**config.mk**
```make
export PLATFORM = sky130hd
export DESIGN_NAME = bbf_front_flat
export DESIGN_NICKNAME = d
export VERILOG_FILES = /design/src/rtl/bbf_pkg.sv /design/src/rtl/bbf_if.sv /design/src/rtl/bbf_front.sv /design/src/flat_wrapper.sv
export SDC_FILE = /design/constraint.sdc
export NUM_CORES = 1
export LEC_CHECK = 0
export ABC_CLOCK_PERIOD_IN_PS = 1800
export BUFFER_PORTS_ARGS = -buffer_cell sky130_fd_sc_hd__clkbuf_2
export CORE_UTILIZATION = 46
export CTS_CLUSTER_DIAMETER = 120
export DETAILED_ROUTE_END_ITERATION = 8
export PLACE_DENSITY = 0.73
export SYNTH_ARGS = -nofsm -noshare
export SYNTH_HDL_FRONTEND = slang
export SYNTH_SLANG_ARGS = --single-unit
```
**constraint.sdc**
```tcl
create_clock -name clk -period 1.8 [get_ports clk]
set_clock_uncertainty 0.05 [all_clocks]
set_input_delay 0.09 -clock clk [delete_from_list [all_inputs] [get_ports clk]]
set_output_delay 0.09 -clock clk [all_outputs]
set_load 0.03 [all_outputs]
```
**src/rtl/bbf_pkg.sv**
```systemverilog
// shared types, codes and widths for the bounded byte fifo
// no dependencies; used by every other rtl file except the macro header
package bbf_pkg;

    localparam int DEPTH_DEF   = 1024;
    localparam int MAX_LEN_DEF = 64;

    localparam int CMD_W  = 3;
    localparam int BYTE_W = 8;
    localparam int LEN_W  = 7;
    localparam int CAP_W  = 11;
    localparam int TOT_W  = 32;

    // entries in the queue between front and back
    localparam int QDEPTH = 2;

    localparam logic [CAP_W-1:0] CAP_RESET = 11'd1024;

    localparam logic [CMD_W-1:0] CMD_WRITE = 3'd0;
    localparam logic [CMD_W-1:0] CMD_READ  = 3'd1;
    localparam logic [CMD_W-1:0] CMD_PEEK  = 3'd2;
    localparam logic [CMD_W-1:0] CMD_POP   = 3'd3;
    localparam logic [CMD_W-1:0] CMD_CLOSE = 3'd4;

    typedef enum logic [2:0] {
        OP_WRITE,
        OP_READ,
        OP_PEEK,
        OP_POP,
        OP_CLOSE,
        OP_BAD
    } op_kind_t;

    typedef struct packed {
        op_kind_t          kind;
        logic [BYTE_W-1:0] data;
        logic [LEN_W-1:0]  length;
        logic              len_zero;
        logic              len_over;
    } op_t;

    typedef enum logic [0:0] {
        ST_IDLE,
        ST_EMIT
    } bk_state_t;

    typedef struct packed {
        logic [BYTE_W-1:0] out_byte;
        logic              byte_valid;
        logic              last;
        logic              accepted;
        logic [CAP_W-1:0]  occupancy;
        logic [CAP_W-1:0]  room_left;
        logic [TOT_W-1:0]  total_written;
        logic [TOT_W-1:0]  total_read;
        logic              input_closed;
        logic              end_of_stream;
    } res_t;

endpackage

```
**src/rtl/bbf_if.sv**
```systemverilog
// command and result channel interfaces, valid/ready handshake
// depends on bbf_pkg for field widths
interface bbf_cmd_if import bbf_pkg::*; ();
    logic              valid;
    logic              ready;
    logic [CMD_W-1:0]  cmd;
    logic [BYTE_W-1:0] data_byte;
    logic [LEN_W-1:0]  length;

    modport source (output valid, output cmd, output data_byte, output length, input ready);
    modport sink   (input valid, input cmd, input data_byte, input length, output ready);
endinterface


```
**src/rtl/bbf_front.sv**
```systemverilog
// front end: accepts command transactions, decodes them and queues them
// depends on bbf_pkg and bbf_cmd_if
module bbf_front import bbf_pkg::*; #(
    parameter int MAX_LEN = MAX_LEN_DEF
) (
    input  logic       clk,
    input  logic       rst_n,
    bbf_cmd_if.sink    cmd_ch,
    output logic       op_valid,
    output op_t        op,
    input  logic       op_pop
);

    localparam int QPTR_W = $clog2(QDEPTH);
    localparam int QCNT_W = $clog2(QDEPTH + 1);

    op_t               q_reg [QDEPTH];
    logic [QPTR_W-1:0] wr_ptr_reg, wr_ptr_next;
    logic [QPTR_W-1:0] rd_ptr_reg, rd_ptr_next;
    logic [QCNT_W-1:0] cnt_reg, cnt_next;
    op_t               op_in;
    logic              push;

    // decode
    always_comb
    begin
        op_in.data     = cmd_ch.data_byte;
        op_in.length   = cmd_ch.length;
        op_in.len_zero = (cmd_ch.length == '0);
        op_in.len_over = (int'(cmd_ch.length) > MAX_LEN);
        unique case (cmd_ch.cmd)
            CMD_WRITE: op_in.kind = OP_WRITE;
            CMD_READ:  op_in.kind = OP_READ;
            CMD_PEEK:  op_in.kind = OP_PEEK;
            CMD_POP:   op_in.kind = OP_POP;
            CMD_CLOSE: op_in.kind = OP_CLOSE;
            default:   op_in.kind = OP_BAD;
        endcase
    end

    assign cmd_ch.ready = (cnt_reg != QCNT_W'(QDEPTH));
    assign push         = cmd_ch.valid && cmd_ch.ready;
    assign op_valid     = (cnt_reg != '0);
    assign op           = q_reg[rd_ptr_reg];

    always_comb
    begin
        wr_ptr_next = wr_ptr_reg;
        rd_ptr_next = rd_ptr_reg;
        cnt_next    = cnt_reg;
        if (push)
        begin
            wr_ptr_next = (wr_ptr_reg == QPTR_W'(QDEPTH - 1)) ? '0 : wr_ptr_reg + 1'b1;
        end
        if (op_pop)
        begin
            rd_ptr_next = (rd_ptr_reg == QPTR_W'(QDEPTH - 1)) ? '0 : rd_ptr_reg + 1'b1;
        end
        case ({push, op_pop})
            2'b10:   cnt_next = cnt_reg + 1'b1;
            2'b01:   cnt_next = cnt_reg - 1'b1;
            default: cnt_next = cnt_reg;
        endcase
    end

    always_ff @(posedge clk or negedge rst_n)
    begin
        if (!rst_n)
        begin
            wr_ptr_reg <= '0;
            rd_ptr_reg <= '0;
            cnt_reg    <= '0;
        end
        else
        begin
            wr_ptr_reg <= wr_ptr_next;
            rd_ptr_reg <= rd_ptr_next;
            cnt_reg    <= cnt_next;
        end
    end

    always_ff @(posedge clk)
    begin
        if (push)
        begin
            q_reg[wr_ptr_reg] <= op_in;
        end
    end

endmodule

```
**src/flat_wrapper.sv**
```systemverilog
// flat-port wrapper written by rule: the top's interface ports become plain ports
module bbf_front_flat import bbf_pkg::*;
#(
    parameter int MAX_LEN = MAX_LEN_DEF
)
  (clk, rst_n, op_valid, op, op_pop, cmd_ch_valid, cmd_ch_cmd, cmd_ch_data_byte, cmd_ch_length, cmd_ch_ready);
  bbf_cmd_if cmd_ch_i ();
  input  logic clk;
  input  logic rst_n;
  output logic op_valid;
  output op_t op;
  input  logic op_pop;
  input wire logic [$bits(cmd_ch_i.valid)-1:0] cmd_ch_valid;
  input wire logic [$bits(cmd_ch_i.cmd)-1:0] cmd_ch_cmd;
  input wire logic [$bits(cmd_ch_i.data_byte)-1:0] cmd_ch_data_byte;
  input wire logic [$bits(cmd_ch_i.length)-1:0] cmd_ch_length;
  output wire logic [$bits(cmd_ch_i.ready)-1:0] cmd_ch_ready;
  assign cmd_ch_i.valid = cmd_ch_valid;
  assign cmd_ch_i.cmd = cmd_ch_cmd;
  assign cmd_ch_i.data_byte = cmd_ch_data_byte;
  assign cmd_ch_i.length = cmd_ch_length;
  assign cmd_ch_ready = cmd_ch_i.ready;
  bbf_front #(.MAX_LEN(MAX_LEN)) u_core (.clk(clk), .rst_n(rst_n), .cmd_ch(cmd_ch_i), .op_valid(op_valid), .op(op), .op_pop(op_pop));
endmodule
```
==> flow_summary.json, run 1 <==
{
  "crit_path_max_fanout": 14,
  "crit_path_start": "u_core.rd_ptr_reg$_DFFE_PN0P_",
  "rsz0062_at_grt": "no",
  "final.min_clock_period_ps": 1620,
  "antenna_found_initial": 0,
  "status": "complete, no violations",
  "cp-start-kind": "register",
  "n_fill_cell": 264,
  "setup_ws_ps": 178,
  "drt_iter0_markers": 36,
  "drc": 0,
  "die_w_um": 62.5,
  "postCtsSetupBuffers": 0,
  "place_area_mm2": 0.00196,
  "yosysUniqueCellTypes": 18,
  "synth_top_area_share_pct": 71.4,
  "area_growth_pct": 31.5,
  "path_clk_slew_ps": 110,
  "largest_reg_flops": 40,
  "arrival_ps": 1480,
  "worst_slew_pin_slew_ps": 484,
  "syn_area_mm2": 0.00168,
  "grt_overflow": 0,
  "power_uw": 3270,
  "clockBufferDepth": 2,
  "rows": 21,
  "cts_sinks": 44,
  "nets": 180,
  "crit_required_ps": 1660,
  "synth.area.top_cells": "edfxtp_1 (71%), mux2_1 (13%), dfrtp_1 (6.0%), xnor2_1 (1.6%), buf_6 (1.3%)",
  "holdCritPathClass": "input port to async pin",
  "ys_seq_area_share_pct": 77.4,
  "via_count": 958,
  "yosysTopAreaCell": "edfxtp_1",
  "viasPerCell": 4.70,
  "grt_max_degree": 21,
  "grt_pass1_vias": 1011,
  "wl_per_cell_um": 13.3,
  "avgSynthCellArea_um2": 19.6,
  "power_density_mw_per_mm2": 1480,
  "timing.rr.start": "u_core.cnt_reg[1]$_DFFE_PN0P_",
  "coreArea_mm2": 0.00342,
  "port_buffers": 43,
  "synth_seq_cells": 44,
  "synth_cells": 86,
  "antenna-diode-count": 0,
  "p_leak_uw": 0.000862,
  "yosysWarnings": 0,
  "holdWs_ps": 30.8,
  "clk_latency_ps": 330,
  "drive_above_1_share_pct": 35.4,
  "min_period_over_period_pct": 90.1,
  "numCtsBuffers": 5,
  "track_usage_pct": 15.6,
  "die_h_um": 62.5,
  "ant_nets": 0,
  "grt_pass1_wl_um": 4360,
  "design_area_mm2": 0.00221,
  "gp_congestion": 0.652,
  "hold_viol_final": 0,
  "vdd_ir_drop_max_v": 0.000741,
  "tritoncts": "built",
  "setup-tns-final_ps": 0,
  "root_buffer": "clkbuf_4",
  "start_util_pct": 49.2,
  "r2r_slack_ps": 360,
  "boundaryPins": 44,
  "crit_path_end_kind": "primary output",
  "drv_slew": 0,
  "maxSlewHeadroom_pct": 67.7,
  "syn-num-nets": 109,
  "htree_levels": 2,
  "crit_type": "register to primary output",
  "drv_cap": 0,
  "hpwl_um": 1700,
  "post-place-ws_ps": 26.6,
  "dieArea_mm2": 0.00390,
  "clock.fmax_mhz": 617,
  "firstDrtPassIters": 4,
  "setup_viol_count_final": 0,
  "wl_um": 2720
}
==> cells by family (layout without fill, tap and decap cells) <==
logic type	after synthesis	in the layout	share of synthesized area [%]
simple gates	12	12	3.87
fa+ha+maj	1	1	0.744
buf+inv	3	75	1.56
compound gates	1	1	0.447
flops	44	44	77.4
xor+xnor	5	5	2.60
mux	20	20	13.4
==> stage by stage <==
step / utilization (%) / cells
floorplan: - / 86
global placement: 57.4 / 176
detailed placement: 57.4 / 176
CTS: 64.7 / 204
global route: 64.7 / 204
finish: 64.7 / 204
==> worst paths after layout <==
check	to	cells past startpoint
min in group clk	u_core.q_reg[0][17]$_DFFE_PP_	2
setup / recovery	op[6]	3
max in group asynchronous	u_core.cnt_reg[1]$_DFFE_PN0P_	2
setup reg to reg	u_core.q_reg[1][3]$_DFFE_PP_	2
hold reg to reg	u_core.cnt_reg[1]$_DFFE_PN0P_	1
hold / removal	u_core.rd_ptr_reg$_DFFE_PN0P_	2
==> placed cells by master, fill, tap and decap left out, drive strengths merged, types with 2 or more instances in the layout <==
cell type    count
clkbuf          50
edfxtp          40
dlygate4sd3     20
buf              4
xnor2            3
nor2             4
xor2             2
dfrtp            4
mux2            20
nand2            2
==> cell type report <==
class,count,area (µm²),share of cell area [%]
timing repair buffer,67,445,20.1
multi-input combinational,39,358,16.2
clock inverter,1,3.75,0.170
sequential,44,1300,58.9
clock buffer,7,45.0,2.04
tap,46,57.6,2.60
==> critical path: stages (launching register included) <==
cell,delay (ps)
dfrtp_1,360
buf_4,240
mux2_1,360
clkbuf_2,190
==> cells in the mapped netlist <==
cell	instances
buf_6	2
and3_1	1
dfrtp_1	4
clkbuf_1	1
nor2_1	4
nand2_2	1
edfxtp_1	40
mux2_1	20
ha_1	1
xor2_1	2
a21o_1	1
nand2b_2	1
and2_1	1
xnor2_1	3
nor4_1	1
nor2b_1	1
nand2_1	1
or2_1	1
==> per-layer routing <==
| layer | wire length (µm) | global-route usage (%) | vias up | part of all wire [%] |
|---|---|---|---|---|
| li1 | - | - | 464 | - |
| met1 | 1100 | 16.1 | 447 | 40 |
| met2 | 1390 | 27.3 | 41 | 51 |
| met3 | 163 | 4.38 | 6 | 6.0 |
| met4 | 70 | 10.5 | 0 | 2.6 |
| met5 | 0 | 0 | - | 0 |
==> repair_timing <==
action / 4_1_cts / 5_1_grt
hold buffers: 20 / 0
gates resized for setup: 0 / 1
setup endpoints to repair: 0 / 20
hold endpoints to repair: 40 / 0
==> power breakdown <==
group          internal, µW  leakage [µW]  switching (µW)  total (µW)
logic                   471      0.000417             903        1370
clock network           150     0.0000269             266         417
registers              1410      0.000419            74.1        1480
total                  2030      0.000862            1240        3270
Power figures use the tool's default switching activity.
==> run 2, diff against run 1 <==
--- a/config.mk
+++ b/config.mk
@@ -11,6 +11,7 @@
 export CTS_CLUSTER_DIAMETER = 120
 export DETAILED_ROUTE_END_ITERATION = 8
 export PLACE_DENSITY = 0.73
+export RECOVER_POWER = 50
 export SYNTH_ARGS = -nofsm -noshare
 export SYNTH_HDL_FRONTEND = slang
 export SYNTH_SLANG_ARGS = --single-unit
==> flow_summary.json, run 2 (same netlist as run 1, synthesis figures left out) <==
{
  "maxSlewHeadroom_pct": 65.4,
  "grt_pass1_vias": 1011,
  "grt_max_degree": 21,
  "final_common_cell": "edfxtp_1",
  "crit_path_max_fanout": 14,
  "nets": 180,
  "cts_sinks": 44,
  "slowest_stage": "mux2_1",
  "power_density_mw_per_mm2": 1490,
  "setup_viol_count_final": 0,
  "drv_cap": 0,
  "viasPerCell": 4.67,
  "start_util_pct": 49.2,
  "crit_required_ps": 1660,
  "coreArea_mm2": 0.00342,
  "arrival_ps": 1490,
  "track_usage_pct": 15.6,
  "boundaryPins": 44,
  "path_buf_inv": 2,
  "htree_levels": 2,
  "drc": 0,
  "die_h_um": 62.5,
  "n_fill_cell": 272,
  "final.min_clock_period_ps": 1630,
  "firstDrtPassIters": 4,
  "cp_cell_sequence": "buf_4, mux2_1, clkbuf_2",
  "crit_type": "register to primary output",
  "drv_slew": 0,
  "die_w_um": 62.5,
  "worst_slew_pin_slew_ps": 519,
  "area_growth_pct": 30.0,
  "timing.rr.start": "u_core.cnt_reg[1]$_DFFE_PN0P_",
  "min_from": "cmd_ch_cmd[1]",
  "grt_overflow": 0,
  "hold_viol_final": 0,
  "wl_per_cell_um": 13.3,
  "p_leak_uw": 0.000814,
  "hpwl_um": 1700,
  "wl_um": 2710,
  "final_core_util_pct": 64.0,
  "antenna_found_initial": 0,
  "min_period_over_period_pct": 90.4,
  "crit_path_end_kind": "primary output",
  "path_clk_slew_ps": 110,
  "clockBufferDepth": 2,
  "gp_congestion": 0.652,
  "critical_path.top_delay_family": "buffers and inverters",
  "rsz0062_at_grt": "no",
  "drt_iter0_markers": 34,
  "rows": 21,
  "slowest_delay_ps": 370,
  "cp-start-kind": "register",
  "hold_end": "u_core.q_reg[0][17]$_DFFE_PP_",
  "place_area_mm2": 0.00196,
  "design_area_mm2": 0.00219,
  "most-common-layout-cells": "edfxtp_1 (40), clkbuf_2 (28), mux2_1 (20), dlygate4sd3_1 (20), clkbuf_1 (18)",
  "root_buffer": "clkbuf_4",
  "r2r_slack_ps": 220,
  "antenna-diode-count": 0,
  "reg2reg_to": "u_core.q_reg[0][2]$_DFFE_PP_",
  "status": "complete, no violations",
  "grt_pass1_wl_um": 4360,
  "numCtsBuffers": 5,
  "vdd_ir_drop_max_v": 0.000722,
  "largest_reg_flops": 40,
  "clk_latency_ps": 330,
  "via_count": 953,
  "setup-tns-final_ps": 0,
  "clock.fmax_mhz": 615,
  "drive_above_1_share_pct": 24.7,
  "cp.depth": 3,
  "ant_nets": 0,
  "postCtsSetupBuffers": 0,
  "holdCritPathClass": "input port to register",
  "r2r_cells": 4,
  "hold_depth": 2,
  "port_buffers": 43,
  "tritoncts": "built",
  "dieArea_mm2": 0.00390
}
[run 2: changes by cell type in the layout (fill, tap and decap cells not counted)]
cell	change
and2_0	+1
nand2_2	-1
nand2_1	+1
clkbuf_2	-15
and2_1	-1
clkbuf_1	+16
buf_4	-1
[run 2: area by class of cell]
cell class	instances	area [µm²]	share of cell area, %
Multi-Input combinational cell	39	355	16.3
Timing Repair Buffer	67	423	19.3
Sequential cell	44	1300	59.5
Tap cell	46	57.6	2.63
Clock inverter	1	3.75	0.172
Clock buffer	7	45.0	2.06
[run 2: worst max path at each step]
stage,from,end,slack [ps]
floorplan,u_core.cnt_reg[0]$_DFFE_PN0P_,u_core.q_reg[0][0]$_DFFE_PP_,80
detailed placement,u_core.cnt_reg[1]$_DFFE_PN0P_,u_core.q_reg[1][6]$_DFFE_PP_,30
finish,u_core.rd_ptr_reg$_DFFE_PN0P_,op[6],170
CTS,u_core.cnt_reg[1]$_DFFE_PN0P_,u_core.q_reg[1][2]$_DFFE_PP_,10
global placement,u_core.cnt_reg[1]$_DFFE_PN0P_,u_core.q_reg[1][6]$_DFFE_PP_,110
global route,u_core.cnt_reg[1]$_DFFE_PN0P_,u_core.q_reg[0][11]$_DFFE_PP_,90
[run 2: timing repair]
action,4_1_cts,5_1_grt
endpoints found under the setup margin,0,20
hold buffers,20,0
resized for setup,0,1
hold endpoints to repair,40,0
[run 2: through the flow]
| stage | total power (µW) | hold slack, ps | cells | setup WS (ps) |
|---|---|---|---|---|
| 4_1_cts | 3310 | 1.50 | 204 | 13.0 |
| 3_5_place_dp | 2860 | -143 | 176 | 26.6 |
| 5_1_grt | 3420 | 7.88 | 204 | 86.1 |
| 2_1_floorplan | 2480 | -256 | 86 | 80.2 |
| 3_3_place_gp | 2810 | -147 | 176 | 109 |
| 6_report | 3260 | 28.4 | 204 | 173 |
[run 2: power by group]
part | switching (µW) | internal (µW)
clock network | 269 | 150
logic | 900 | 457
registers | 72.7 | 1410
[run 2: routing by layer]
layer  vias to the layer above  share of wire, %  track usage, %
met4                         0               2.6            10.5
li1                        465                 -               -
met1                       445                39            16.1
met2                        37                52            27.3
met5                         -                 0               0
met3                         6               5.5            4.38
==> run 3, diff against run 2 <==
--- a/config.mk
+++ b/config.mk
@@ -10,7 +10,7 @@
 export CORE_UTILIZATION = 46
 export CTS_CLUSTER_DIAMETER = 120
 export DETAILED_ROUTE_END_ITERATION = 8
-export PLACE_DENSITY = 0.73
+export PLACE_DENSITY = 0.7
 export RECOVER_POWER = 50
 export SYNTH_ARGS = -nofsm -noshare
 export SYNTH_HDL_FRONTEND = slang
==> flow_summary.json, run 3 (same netlist as run 1, synthesis figures left out) <==
{
  "via_count": 957,
  "holdWs_ps": 75.9,
  "wl_um": 2670,
  "clockBufferDepth": 2,
  "crit_required_ps": 1660,
  "most-common-layout-cells": "edfxtp_1 (40), clkbuf_2 (29), dlygate4sd3_1 (23)",
  "worst_slew_pin_slew_ps": 475,
  "area_growth_pct": 32.1,
  "drt_iter0_markers": 24,
  "min_period_over_period_pct": 91.5,
  "htree_levels": 2,
  "grt_pass1_wl_um": 4620,
  "numCtsBuffers": 5,
  "rows": 21,
  "nets": 184,
  "port_buffers": 43,
  "coreArea_mm2": 0.00342,
  "grt_pass1_vias": 1011,
  "r2r_cells": 4,
  "gp_congestion": 0.682,
  "hold_viol_final": 0,
  "viasPerCell": 4.60,
  "clock.fmax_mhz": 607,
  "hold_depth": 2,
  "die_w_um": 62.5,
  "tritoncts": "built",
  "antenna-diode-count": 0,
  "path_clk_slew_ps": 120,
  "crit_path_max_fanout": 14,
  "rsz0062_at_grt": "no",
  "multi_input_area_um2": 353,
  "cts_sinks": 44,
  "firstDrtPassIters": 3,
  "arrival_ps": 1510,
  "cp-start-kind": "register",
  "vdd_ir_drop_max_v": 0.000653,
  "largest_reg_flops": 40,
  "setup-tns-final_ps": 0,
  "die_h_um": 62.5,
  "regArea_mm2": 0.00130,
  "maxSlewHeadroom_pct": 68.3,
  "grt_max_degree": 21,
  "antenna_found_initial": 0,
  "boundaryPins": 44,
  "drc": 0,
  "drv_slew": 0,
  "dieArea_mm2": 0.00390,
  "place_area_mm2": 0.00197,
  "final_common_cell": "edfxtp_1",
  "crit_type": "register to primary output",
  "p_leak_uw": 0.000835,
  "track_usage_pct": 16.5,
  "drive_above_1_share_pct": 25.3,
  "ant_nets": 0,
  "grt_overflow": 0,
  "power_uw": 3260,
  "status": "complete, no violations",
  "start_util_pct": 49.2,
  "root_buffer": "clkbuf_4",
  "clk_latency_ps": 340,
  "holdCritPathClass": "input port to register",
  "crit_path_end_kind": "primary output",
  "final_core_util_pct": 65.0,
  "final.min_clock_period_ps": 1650,
  "power_density_mw_per_mm2": 1470,
  "setup_viol_count_final": 0,
  "postCtsSetupBuffers": 0,
  "design_area_mm2": 0.00222,
  "drv_cap": 0,
  "wl_per_cell_um": 12.8,
  "n_fill_cell": 278
}
## run 3: worst max-delay path, cell delays in order, from the launching register on
cell and delay (ps):
dfrtp_1 370, buf_4 240, mux2_1 360, clkbuf_2 190
## run 3: through the flow
stage,worst slack (ps),cells
2_1_floorplan,80.2,86
3_3_place_gp,108,177
3_5_place_dp,50.2,177
4_1_cts,37.6,208
5_1_grt,48.7,208
6_report,153,208
## run 3: area by class of cell
type,instances,share of cell area [%]
clock buffer,5,1.69
clock inverter,3,0.620
multi-input combinational,39,15.9
sequential,44,58.6
tap,46,2.59
timing repair buffer,71,20.6
## run 3: final timing paths
check	from	endpoint	slack (ps)
min in group asynchronous	rst_n	u_core.wr_ptr_reg$_DFFE_PN0P_	610
max	u_core.rd_ptr_reg$_DFFE_PN0P_	op[1]	150
max in group asynchronous	rst_n	u_core.rd_ptr_reg$_DFFE_PN0P_	350
min	cmd_ch_cmd[1]	u_core.q_reg[1][18]$_DFFE_PP_	80
min reg2reg	u_core.wr_ptr_reg$_DFFE_PN0P_	u_core.wr_ptr_reg$_DFFE_PN0P_	460
max reg2reg	u_core.cnt_reg[1]$_DFFE_PN0P_	u_core.q_reg[0][17]$_DFFE_PP_	330
## run 3: power breakdown
| part | total (µW) | leakage, µW | switching, µW | internal (µW) |
|---|---|---|---|---|
| combinational | 1360 | 0.000384 | 895 | 464 |
| sequential | 1470 | 0.000419 | 66.0 | 1410 |
| clock | 434 | 0.0000324 | 290 | 144 |
| total | 3260 | 0.000835 | 1250 | 2010 |
## run 3: per-layer routing
layer	part of all wire [%]	track usage [%]	wire [µm]	up-vias
met2	49	26.6	1310	35
met4	2.4	9.59	65	0
met5	0	0	0	-
met1	42	18.7	1130	442
li1	-	-	-	476
met3	6.0	6.39	160	4
## run 3: timing repair
item	in CTS	in global routing
gates resized for setup	0	1
hold buffers	23	0
setup endpoints to repair	0	20
endpoints found under the hold margin	40	0
